$ cat config.mk
export PLATFORM = sky130hd
export DESIGN_NAME = abse_ctrl
export DESIGN_NICKNAME = d
export VERILOG_FILES = /design/src/design/abse_pkg.sv /design/src/design/abse_ctrl.sv
export SDC_FILE = /design/constraint.sdc
export NUM_CORES = 1
export LEC_CHECK = 0
export BUFFER_PORTS_ARGS = -buffer_cell sky130_fd_sc_hd__buf_2
export CAP_MARGIN = 10
export CORE_AREA = 2 2 39 41
export CTS_CLUSTER_DIAMETER = 120
export CTS_CLUSTER_SIZE = 10
export DETAILED_ROUTE_END_ITERATION = 12
export DIE_AREA = 0 0 41 43
export GPL_TIMING_DRIVEN = 1
export HOLD_SLACK_MARGIN = 0.1
export PLACE_DENSITY = 0.4
export SKIP_CTS_REPAIR_TIMING = 1
export SYNTH_ARGS = -nofsm -noshare
export SYNTH_HDL_FRONTEND = slang
export SYNTH_SLANG_ARGS = --single-unit
export TNS_END_PERCENT = 50
$ cat constraint.sdc
create_clock -name clk -period 3.2 [get_ports clk]
set_input_delay 0.32 -clock clk [delete_from_list [all_inputs] [get_ports clk]]
set_output_delay 0.32 -clock clk [all_outputs]
set_load 0.02 [all_outputs]
$ cat src/design/abse_pkg.sv
// Package for the aligned byte stack engine.
// Holds the request and response payload types, fault codes, controller states
// and the command and status structs shared by the controller and the datapath.
package abse_pkg;

    localparam int LEVEL_W = 13;
    localparam int WORDS_W = 4;   // rounded size in 32-bit words, 0 to 8
    localparam int CNT_W   = 3;   // word index within one push, 0 to 7

    localparam logic [1:0] FAULT_NONE  = 2'd0;
    localparam logic [1:0] FAULT_OVER  = 2'd1;
    localparam logic [1:0] FAULT_UNDER = 2'd2;

    localparam logic REQ_PUSH = 1'b0;
    localparam logic REQ_POP  = 1'b1;

    typedef struct packed {
        logic        req_type;
        logic [31:0] value;
        logic [4:0]  size_bytes;
    } req_t;

    typedef struct packed {
        logic [31:0]        pop_value;
        logic [1:0]         fault;
        logic [LEVEL_W-1:0] stack_level;
    } rsp_t;

    typedef enum logic [2:0] {
        ST_IDLE,
        ST_CHECK,
        ST_WRITE,
        ST_READ,
        ST_RWAIT,
        ST_FINISH
    } state_t;

    typedef struct packed {
        logic load_req;     // latch the incoming request
        logic check;        // evaluate the request, set fault, pop moves pointer
        logic write_word;   // write one word of a push
        logic read_word;    // issue the read of the popped word
        logic capture;      // take the read data
        logic load_result;  // move the result into the response register
    } cmd_t;

    typedef struct packed {
        logic zero_size;
        logic fault_any;
        logic is_pop;
        logic last_word;
        logic out_free;
    } status_t;

endpackage

$ cat src/design/abse_ctrl.sv
// Controller state machine for the aligned byte stack engine.
// Depends on abse_pkg; drives the datapath through cmd_t and reads status_t.
module abse_ctrl
    import abse_pkg::*;
(
    input  logic    clk,
    input  logic    rst_n,
    input  logic    req_valid,
    output logic    req_ready,
    input  status_t status,
    output cmd_t    cmd
);

    state_t state_reg;
    state_t state_next;

    always_ff @(posedge clk or negedge rst_n)
    begin
        if (!rst_n)
        begin
            state_reg <= ST_IDLE;
        end
        else
        begin
            state_reg <= state_next;
        end
    end

    always_comb
    begin
        state_next = state_reg;
        case (state_reg)
            ST_IDLE:
            begin
                if (req_valid)
                begin
                    state_next = ST_CHECK;
                end
            end
            ST_CHECK:
            begin
                if (status.zero_size || status.fault_any)
                begin
                    state_next = ST_FINISH;
                end
                else if (status.is_pop)
                begin
                    state_next = ST_READ;
                end
                else
                begin
                    state_next = ST_WRITE;
                end
            end
            ST_WRITE:
            begin
                if (status.last_word)
                begin
                    state_next = ST_FINISH;
                end
            end
            ST_READ:
            begin
                state_next = ST_RWAIT;
            end
            ST_RWAIT:
            begin
                state_next = ST_FINISH;
            end
            ST_FINISH:
            begin
                if (status.out_free)
                begin
                    state_next = ST_IDLE;
                end
            end
            default:
            begin
                state_next = ST_IDLE;
            end
        endcase
    end

    always_comb
    begin
        req_ready = 1'b0;
        cmd       = '0;
        case (state_reg)
            ST_IDLE:
            begin
                req_ready    = 1'b1;
                cmd.load_req = req_valid;
            end
            ST_CHECK:
            begin
                cmd.check = 1'b1;
            end
            ST_WRITE:
            begin
                cmd.write_word = 1'b1;
            end
            ST_READ:
            begin
                cmd.read_word = 1'b1;
            end
            ST_RWAIT:
            begin
                cmd.capture = 1'b1;
            end
            ST_FINISH:
            begin
                cmd.load_result = status.out_free;
            end
            default:
            begin
                req_ready = 1'b0;
            end
        endcase
    end

endmodule

## Yosys cells after proc, flatten, opt, wreduce, memory -nomap -nowiden

Cells that the tools add are included.

- Bitwise logic cells: 0
- $add $sub $neg: 0
- Multipliers: 0
- Reductions and logical operators: 3
- Shift-type cells: 0
- Mux-type cells: 13
- Div/mod/pow operators: 0
- Equality and inequality tests: 8
- Magnitude comparators: 0

Operator list:

| operator | number |
|---|---|
| 3-bit one-hot mux with 6 select lines | 1 |
| 3-bit two-way mux | 4 |
| 1-bit two-way mux | 8 |
| 3-bit by 2-bit equality test with 1-bit output, second input constant | 2 |
| 3-bit equality test, second input constant | 2 |
| 2-bit != test, second input constant | 3 |
| 3-bit by 1-bit equality test with 1-bit output, second input constant | 1 |
| 3-bit logical NOT | 1 |
| 3-bit AND reduction | 1 |
| 1-bit logical OR | 1 |

- Latch bits: 0
- ROM bits: 0
- Memories kept: 0
- Input port bits: 8
- Flip-flop bits (word level): 3
- Output and inout bits: 7
- Memory bits (writable): 0

## Logic depth before layout (Yosys ltp)

Gate-level depths: netlist (run 1).

- Word-level depth: 3
- Depth in mapped cells: 4
- Gate-level depth less buffers: 3

## Worst setup path before layout (run 1)

No wires, ideal clock.

- Kind: register to output
- Start: register state_reg[2]
- End: output port cmd[5] (netlist name)
- Cell stages (with the launch flop): 4
- Data required time: 2.880 ns
- Setup slack: 1.518 ns
- Path buffers: 1
- Data arrival time: 1.362 ns
- Cells stage by stage: dfrtp_1 > buf_4 > nor3_1 > and2_1

RTL lines:

| element | RTL line | RTL |
|---|---|---|
| start, declared | abse_ctrl.sv:14 | `state_t state_reg;` |
| start signal, assigned | abse_ctrl.sv:25 | `state_reg <= state_next;` |
| end, declared | abse_ctrl.sv:11 | `output cmd_t cmd` |

==> results of run 1 <==
## power by group
part / leakage [nW] / internal [mW] / switching (mW)
Clock: 0.0150 / 0.0467 / 0.0199
Combinational: 0.107 / 0.0580 / 0.0696
Sequential: 0.0357 / 0.0527 / 0.0337
## routing by layer
metal  global-route usage  vias to the layer above  wire length (um)
met5                    0                        -                 0
met2                0.103                       16               196
met1               0.0909                       95               270
met4               0.0800                        0                14
li1                     -                      124                 -
met3               0.0157                        2                76
## stage by stage
stage	cell area (sq um)	cells	utilization	setup slack [ns]
after global placement	292	53	0.211	1.90
final	328	58	0.237	1.64
after CTS	318	57	0.230	1.63
after detailed placement	292	53	0.211	1.89
after global routing	328	58	0.237	1.49
after floorplan	220	25	-	1.52
## worst reg2reg max path, cell delays in order, from the launching register on
cell	delay, ns
dfrtp_1	0.48
a21o_2	0.23
a221o_1	0.30
a21oi_1	0.14
## logic make-up after synthesis
family	count (synthesis)	share of synthesized area
AND/OR/NAND/NOR	12	0.341
AO/OA/AOI/OAI	7	0.216
flip-flops	3	0.341
buffers and inverters	3	0.102
## worst max-delay path by stage
stage,startpoint,cells after the start,end
floorplan,state_reg[2]$_DFFE_PN0P_,3,cmd[5]
global placement,state_reg[2]$_DFFE_PN0P_,3,cmd[5]
detailed placement,state_reg[2]$_DFFE_PN0P_,3,cmd[5]
CTS,state_reg[2]$_DFFE_PN0P_,3,cmd[5]
global route,state_reg[2]$_DFFE_PN0P_,3,cmd[5]
finish,state_reg[2]$_DFFE_PN0P_,3,cmd[5]
## layout by cell type, fill, tap and decap left out, drive strengths merged
| cell | netlist | routed |
|---|---|---|
| a21o | 1 | 1 |
| a21oi | 3 | 3 |
| a221o | 1 | 1 |
| and2 | 2 | 2 |
| and4 | 1 | 1 |
| buf | 2 | 14 |
| clkbuf | 0 | 4 |
| dfrtp | 3 | 3 |
| dlygate4sd3 | 0 | 1 |
| inv | 1 | 1 |
| nor2 | 3 | 3 |
| nor3 | 3 | 3 |
| nor3b | 3 | 3 |
| o21ai | 1 | 1 |
| o41ai | 1 | 1 |
## final cells by class
class | instances | area (sq um) | share of cell area
Clock buffer | 4 | 26.3 | 0.0802
Inverter | 1 | 3.75 | 0.0115
Multi-Input combinational cell | 19 | 123 | 0.374
Sequential cell | 3 | 75.1 | 0.229
Timing Repair Buffer | 15 | 80.1 | 0.244
Tap cell | 16 | 20.0 | 0.0611
==> impl_metrics.csv, run 1 <==
group,metric,value,unit
worst_hold_path,min_path_type,"in2async",
grt,first_global_vias,231,
setup_path,cp_slowest_stage_delay,0.45,ns
die,core,1380,sq um
clock_tree,clock_latency,0.23,ns
outcome,status,"complete, no violations",
drt,drc,0,
synth,synth-main-ff-cell,"dfrtp_1",
synth,async_flop_share,1.00,
drt,wl_per_cell,9.62,um
setup_path,r2r-start,"state_reg[0]$_DFFE_PN0P_",
die,start_util,0.159,
final_layout,syn_to_final_growth,48.9,%
synth,ys_seq_area_frac,0.341,
clock_tree,clockBufferDepth,2,
grt,grt_pass1_wl,897,um
synth,synth_area_leaders,"dfrtp_1 (34%), nor3b_1 (10%), a21oi_1 (6.8%)",
die,placementRows,14,
setup_path,critPathBufInv,1,
synth,synth.largest_area_cell,"dfrtp_1",
final_layout,drive_gt1_frac,0.500,
sta,fin_crit_sh,0.486,
grt,grt_overflow,0,
synth,synth_seq_cells,3,
setup_path,crit_required,2.88,ns
synth,yosysWarnings,0,
die,die-area,1760,sq um
clock_tree,clock-root-buffer,"clkbuf_4",
setup_path,cp_slowest_cell,"dfrtp_1",
setup_path,path_cells,"nor3_1 > and2_1 > buf_2",
final_layout,nets,51,
setup_path,r2r-end,"state_reg[2]$_DFFE_PN0P_",
drt,first_pass_iters,2,
synth,syn_inst,25,
synth,synth-edff-count,0,
drt,vias,237,
sta,period_minus_slack,1.56,ns
place,io_buffers,14,
power_and_ir_drop,power_density,856,nW/um^2
clock_tree,clock_sinks,3,
drt,ant_nets,0,
clock_tree,clk_pin_slew,0.04,ns
synth,yosys-top-cells-count,"a21oi_1 (3), dfrtp_1 (3), nor3_1 (3), nor3b_1 (3), nor2_1 (2)",
grt,antenna_found_initial,0,
synth,netlist_area,220,sq um
setup_path,cp_data_arrival_time,1.24,ns
sta,finalSetupViolations,0,
sta,hold_ws,0.405,ns
grt,grtUsageTotal,0.0765,
synth,synth_top_area_share,0.341,
setup_path,timing_worst_setup_path_type,"reg2out",
drt,via_per_inst,4.09,
place,dp_hpwl,439,um
synth,avgSynthCellArea,8.81,sq um
final_layout,diodes,0,
setup_path,critical_path.max_fanout,9,
sta,hold_viol_final,0,
sta,slew_headroom,0.790,
die,die_w,41,um
drt,wirelength,558,um
sta,worstMarginPinSlew,0.315,ns
setup_path,end_kind,"output port",
final_layout,fillers,171,
clock_tree,cts-buffers-inserted,3,
power_and_ir_drop,vdd_drop_max,0.288,mV
setup_path,path_delay_family,"flip-flops",
synth,ys_types,16,
sta,max_freq,642,MHz
grt,grt_start_max_net_pins,13,
clock_tree,cts_tree,"done",
power_and_ir_drop,power,0.281,mW
die,ios,15,
final_layout,largest_reg_flops,3,
setup_path,reg2reg_slack,1.97,ns
sta,finalMaxSlewViolations,0,
sta,setup_tns,0,ns
setup_path,startpoint_type,"flip-flop",
drt,first_iter_violations,1,
sta,rsz0062_at_grt,"false",
setup_path,reg2reg_depth,3,
place,gp_congestion,0.624,
clock_tree,ctsHtreeMaxLevel,1,
sta,fin_worst_skew,0.0000202,ns
power_and_ir_drop,p_leak,0.158,nW
die,fp.dieH,43,um
synth,syn-num-nets,33,
run,cap_violations,0,
(Power assumes the default switching activity.)
==> run 2: changes to the inputs <==
--- a/config.mk
+++ b/config.mk
@@ -14,7 +14,7 @@
 export DIE_AREA = 0 0 41 43
 export GPL_TIMING_DRIVEN = 1
 export HOLD_SLACK_MARGIN = 0.1
-export PLACE_DENSITY = 0.4
+export PLACE_DENSITY = 0.41
 export SKIP_CTS_REPAIR_TIMING = 1
 export SYNTH_ARGS = -nofsm -noshare
 export SYNTH_HDL_FRONTEND = slang
==> constraint.sdc (replaced) <==
create_clock -name clk -period 1.35 [get_ports clk]
set_input_delay 0.135 -clock clk [delete_from_list [all_inputs] [get_ports clk]]
set_output_delay 0.135 -clock clk [all_outputs]
set_load 0.02 [all_outputs]
==> impl_metrics.csv, run 2 (same netlist as run 1, synthesis figures left out) <==
group,metric,value,unit
sta,period_minus_slack,1.28,ns
worst_hold_path,min-delay-start,"status[1]",
sta,finalSetupViolations,0,
place,dp_hpwl,444,um
final_layout,final_cell_mix,"buf_2 (13), nor3b_1 (3), a21oi_1 (3), clkbuf_4 (3), dfrtp_2 (3)",
sta,setup_tns,0,ns
setup_path,crit_required,1.22,ns
sta,hold_ws,0.220,ns
clock_tree,clk_pin_slew,0.04,ns
setup_path,timing_worst_setup_path_type,"reg2out",
final_layout,multiInputGateArea,130,sq um
outcome,status,"complete, no violations",
grt,met2_usage,0.0969,
place,gp_congestion,0.721,
setup_path,startpoint_type,"flip-flop",
drt,drc,0,
sta,hold_viol_final,0,
drt,first_iter_violations,1,
power_and_ir_drop,power_density,2040,nW/um^2
setup_path,cp_data_arrival_time,1.15,ns
grt,grt_overflow,0,
power_and_ir_drop,p_leak,0.162,nW
die,die_w,41,um
die,start_util,0.159,
final_layout,nets,52,
setup_path,end_kind,"output port",
worst_hold_path,min_path_type,"in2reg",
setup_path,crit_start,"state_reg[2]$_DFFE_PN0P_",
final_layout,syn_to_final_growth,60.2,%
grt,grtUsageTotal,0.0845,
die,ios,15,
grt,use_met3,0.0314,
clock_tree,cts-buffers-inserted,3,
final_layout,drive_gt1_frac,0.651,
place,io_buffers,14,
grt,top_usage_layer,"met1",
run,cap_violations,0,
sta,rsz0062_at_grt,"true",
grt,first_global_vias,225,
clock_tree,clockBufferDepth,2,
die,fp.dieH,43,um
setup_path,r2r-start,"state_reg[0]$_DFFE_PN0P_",
grt,grt_pass1_wl,910,um
drt,ant_nets,0,
die,die-area,1760,sq um
final_layout,diodes,0,
grt,grt_start_max_net_pins,13,
drt,wl_per_cell,9.88,um
final_layout,post-route-util,0.255,
drt,via_per_inst,4.00,
grt,use_met1,0.104,
sta,worstMarginPinSlew,0.268,ns
grt,antenna_found_initial,0,
die,placementRows,14,
die,core,1380,sq um
sta,finalMaxSlewViolations,0,
final_layout,fillers,161,
clock_tree,clock_sinks,3,
setup_path,critical_path.max_fanout,8,
drt,vias,236,
sta,fin_crit_sh,0.951,
drt,wirelength,583,um
clock_tree,ctsHtreeMaxLevel,1,
sta,fin_worst_skew,0.00127,ns
clock_tree,clock_latency,0.23,ns
sta,slew_headroom,0.819,
clock_tree,clock-root-buffer,"clkbuf_4",
final_layout,largest_reg_flops,3,
final_layout,regArea,78.8,sq um
sta,max_freq,779,MHz
clock_tree,cts_tree,"done",
drt,first_pass_iters,2,
final_layout,final_common_cell,"buf_2",
power_and_ir_drop,vdd_drop_max,0.655,mV
-- run 2: changes by cell type in the layout (fill, tap and decap cells not counted), sizes merged --
cell and delta:
buf +1
-- run 2: worst paths after layout --
| path | endpoint | slack, ns | cells after the start |
|---|---|---|---|
| worst max-delay path | cmd[4] | 0.07 | 3 |
| worst min-delay path | state_reg[1]$_DFFE_PN0P_ | 0.22 | 4 |
| worst max register to register | state_reg[0]$_DFFE_PN0P_ | 0.15 | 3 |
| worst min register to register | state_reg[0]$_DFFE_PN0P_ | 0.60 | 1 |
| max in group asynchronous | state_reg[2]$_DFFE_PN0P_ | 1.01 | 2 |
| min in group asynchronous | state_reg[0]$_DFFE_PN0P_ | 0.23 | 2 |
-- run 2: layer usage --
metal,part of all wire,up-vias
li1,-,126
met1,0.48,96
met2,0.38,14
met3,0.14,0
met4,0,0
met5,0,-
-- run 2: power by group --
group / switching, mW / leakage [nW] / internal, mW / total (mW)
clock: 0.0466 / 0.0150 / 0.111 / 0.157
combinational: 0.177 / 0.115 / 0.167 / 0.344
sequential: 0.0856 / 0.0324 / 0.132 / 0.218
total: 0.309 / 0.162 / 0.411 / 0.720
-- run 2: critical path, cell delays in order, from the launching register on --
cell,delay (ns)
dfrtp_2,0.45
nor2_2,0.16
and2_2,0.15
buf_2,0.15
-- run 2: cell type report --
| cell class | instances | share of cell area |
|---|---|---|
| Multi-Input combinational cell | 19 | 0.369 |
| Clock buffer | 4 | 0.0745 |
| Inverter | 1 | 0.0106 |
| Timing Repair Buffer | 16 | 0.266 |
| Tap cell | 16 | 0.0567 |
| Sequential cell | 3 | 0.223 |
-- run 2: metrics by stage --
step / area (sq um) / cells / power [mW] / setup slack [ns]
6_report: 353 / 59 / 0.720 / 0.0660
5_1_grt: 353 / 59 / 0.801 / -0.0364
4_1_cts: 323 / 57 / 0.691 / -0.0263
3_5_place_dp: 297 / 53 / 0.522 / 0.101
3_3_place_gp: 297 / 53 / 0.524 / 0.121
2_1_floorplan: 225 / 25 / 0.467 / 0.0623
==> run 3: changes to the inputs <==
--- a/config.mk
+++ b/config.mk
@@ -5,6 +5,7 @@
 export SDC_FILE = /design/constraint.sdc
 export NUM_CORES = 1
 export LEC_CHECK = 0
+export ABC_AREA = 1
 export BUFFER_PORTS_ARGS = -buffer_cell sky130_fd_sc_hd__buf_2
 export CAP_MARGIN = 10
 export CORE_AREA = 2 2 39 41
@@ -14,7 +15,7 @@
 export DIE_AREA = 0 0 41 43
 export GPL_TIMING_DRIVEN = 1
 export HOLD_SLACK_MARGIN = 0.1
-export PLACE_DENSITY = 0.41
+export PLACE_DENSITY = 0.46
 export SKIP_CTS_REPAIR_TIMING = 1
 export SYNTH_ARGS = -nofsm -noshare
 export SYNTH_HDL_FRONTEND = slang
==> impl_metrics.csv, run 3 <==
group,metric,value,unit
synth,synth_top_area_share,0.265,
synth,synth-compound-area-share,0.0531,
sta,fin_crit_sh,0.961,
grt,grt_overflow,0,
synth,yosysWarnings,0,
setup_path,r2r-start,"state_reg[1]$_DFFE_PN0P_",
final_layout,drive_gt1_frac,0.508,
place,dpl_worst_slack,0.218,ns
die,die_w,41,um
worst_hold_path,min_path_type,"in2reg",
drt,ant_nets,0,
final_layout,nets,72,
sta,rsz0062_at_grt,"true",
die,placementRows,14,
clock_tree,clockBufferDepth,2,
setup_path,cp_data_arrival_time,1.16,ns
clock_tree,clk_pin_slew,0.04,ns
sta,period_minus_slack,1.30,ns
die,die-area,1760,sq um
worst_hold_path,min-delay-start,"status[4]",
power_and_ir_drop,p_clk_frac,0.177,
sta,slew_headroom,0.853,
drt,via_per_inst,4.00,
final_layout,final_common_cell,"buf_2",
die,start_util,0.204,
drt,first_pass_iters,4,
sta,fin_ws,0.0533,ns
final_layout,design_area,413,sq um
setup_path,r2r-end,"state_reg[2]$_DFFE_PN0P_",
sta,worstMarginPinSlew,0.218,ns
grt,grtUsageTotal,0.0966,
setup_path,reg2reg_slack,0.29,ns
final_layout,largest_reg_flops,3,
synth,netlist_area,283,sq um
die,ios,15,
clock_tree,clock_latency,0.23,ns
power_and_ir_drop,power_density,2190,nW/um^2
grt,antenna_found_initial,0,
power_and_ir_drop,internal_power,0.439,mW
synth,synth-main-ff-cell,"dfrtp_1",
grt,grt_pass1_wl,1130,um
sta,max_freq,771,MHz
outcome,status,"complete, no violations",
sta,hold_ws,0.184,ns
final_layout,final_cell_mix,"buf_2 (13), nand2_1 (10), inv_1 (6), nor2_1 (6)",
setup_path,end_kind,"output port",
drt,drc,0,
place,dp_hpwl,546,um
synth,synth_top_family_by_area,"simple AND/OR/NAND/NOR gates",
synth,syn-num-nets,53,
synth,synth_seq_cells,3,
power_and_ir_drop,power.switching,0.466,mW
final_layout,diodes,0,
setup_path,startpoint_type,"flip-flop",
synth,synth-edff-count,0,
synth,ys_seq_area_frac,0.265,
final_layout,syn_to_final_growth,46.0,%
power_and_ir_drop,switching_share,0.515,
clock_tree,cts_tree,"done",
grt,grt_start_max_net_pins,9,
place,gp_congestion,0.786,
power_and_ir_drop,power,0.905,mW
clock_tree,cts-buffers-inserted,3,
synth,synth-xor-area-share,0,
synth,yosys-top-cells-count,"nand2_1 (10), nor2_1 (7), inv_1 (6)",
setup_path,reg2reg_depth,5,
grt,first_global_vias,287,
drt,wl_per_cell,8.65,um
power_and_ir_drop,p_comb_frac,0.563,
synth,async_flop_share,1.00,
drt,vias,316,
synth,ys_types,15,
run,cap_violations,0,
place,dp_cells,74,
sta,finalMaxSlewViolations,0,
drt,wirelength,683,um
clock_tree,clock_sinks,3,
synth,syn_inst,45,
synth,avgSynthCellArea,6.28,sq um
worst_hold_path,min_to,"state_reg[1]$_DFFE_PN0P_",
sta,hold_viol_final,0,
worst_hold_path,whs_path_depth,4,
place,dpl_cell_area,365,sq um
power_and_ir_drop,seq_power_share,0.260,
synth,yosys-mux-area-fraction,0,
clock_tree,clock-root-buffer,"clkbuf_4",
final_layout,stdcell_count,79,
synth,synth_area_leaders,"dfrtp_1 (27%), nand2_1 (13%), nor2_1 (9.3%)",
sta,finalSetupViolations,0,
sta,fin_worst_skew,0.00318,ns
power_and_ir_drop,p_leak,0.235,nW
clock_tree,ctsHtreeMaxLevel,1,
setup_path,timing_worst_setup_path_type,"reg2out",
setup_path,crit_required,1.22,ns
power_and_ir_drop,vdd_drop_max,0.598,mV
synth,synth_fa_ha_area_frac,0,
place,io_buffers,14,
synth,synth-simple-area-share,0.535,
die,fp.dieH,43,um
setup_path,critical_path.max_fanout,6,
drt,first_iter_violations,2,
synth,synth.largest_area_cell,"dfrtp_1",
synth,post-synth-top-count-cell,"nand2_1",
die,core,1380,sq um
## run 3: power by group through the flow
stage / Clock (mW) / Sequential (mW) / Combinational [mW]
2_1_floorplan: 0 / 0.166 / 0.447
3_3_place_gp: 0 / 0.222 / 0.506
3_5_place_dp: 0 / 0.224 / 0.503
4_1_cts: 0.165 / 0.223 / 0.510
5_1_grt: 0.179 / 0.245 / 0.576
6_report: 0.160 / 0.235 / 0.509
## run 3: worst max-delay path by stage
stage,to,cells past startpoint,startpoint,slack (ns)
global placement,state_reg[0]$_DFFE_PN0P_,5,state_reg[2]$_DFFE_PN0P_,0.24
detailed placement,state_reg[0]$_DFFE_PN0P_,5,state_reg[2]$_DFFE_PN0P_,0.22
global route,cmd[5],4,state_reg[1]$_DFFE_PN0P_,-0.006
CTS,cmd[5],4,state_reg[2]$_DFFE_PN0P_,-0.02
floorplan,cmd[2],2,state_reg[2]$_DFFE_PN0P_,0.20
finish,cmd[5],4,state_reg[1]$_DFFE_PN0P_,0.05
## run 3: worst max-delay path: stages (launching register included)
cell     delay (ns)
dfrtp_2        0.46
nor2_2         0.14
nand2_1        0.09
nor2_1         0.10
buf_4          0.14
## run 3: cells by family (layout without fill, tap and decap cells)
kind of cell           after synthesis  in the layout
flip-flops                           3              3
buffers and inverters               10             28
AND/OR/NAND/NOR                     29             29
AO/OA/AOI/OAI                        3              3
## run 3: layer usage
| layer | GRT usage | part of all wire | vias to the layer above |
|---|---|---|---|
| met5 | 0 | 0 | - |
| met4 | 0.0400 | 0 | 0 |
| met1 | 0.126 | 0.45 | 133 |
| met2 | 0.141 | 0.48 | 10 |
| li1 | - | - | 173 |
| met3 | 0.0314 | 0.067 | 0 |
## run 3: cell type report
cell class,instances,area (sq um)
tap,16,20.0
sequential,3,78.8
inverter,9,36.3
multi-input combinational,32,169
clock buffer,4,26.3
fill,164,971
timing repair buffer,15,82.6
## run 3: through the flow
| stage | setup TNS (ns) | util |
|---|---|---|
| after CTS | -0.0350 | 0.283 |
| after global placement | 0 | 0.264 |
| after detailed placement | 0 | 0.264 |
| after floorplan | 0 | - |
| final | 0 | 0.298 |
| after global routing | -0.00562 | 0.298 |
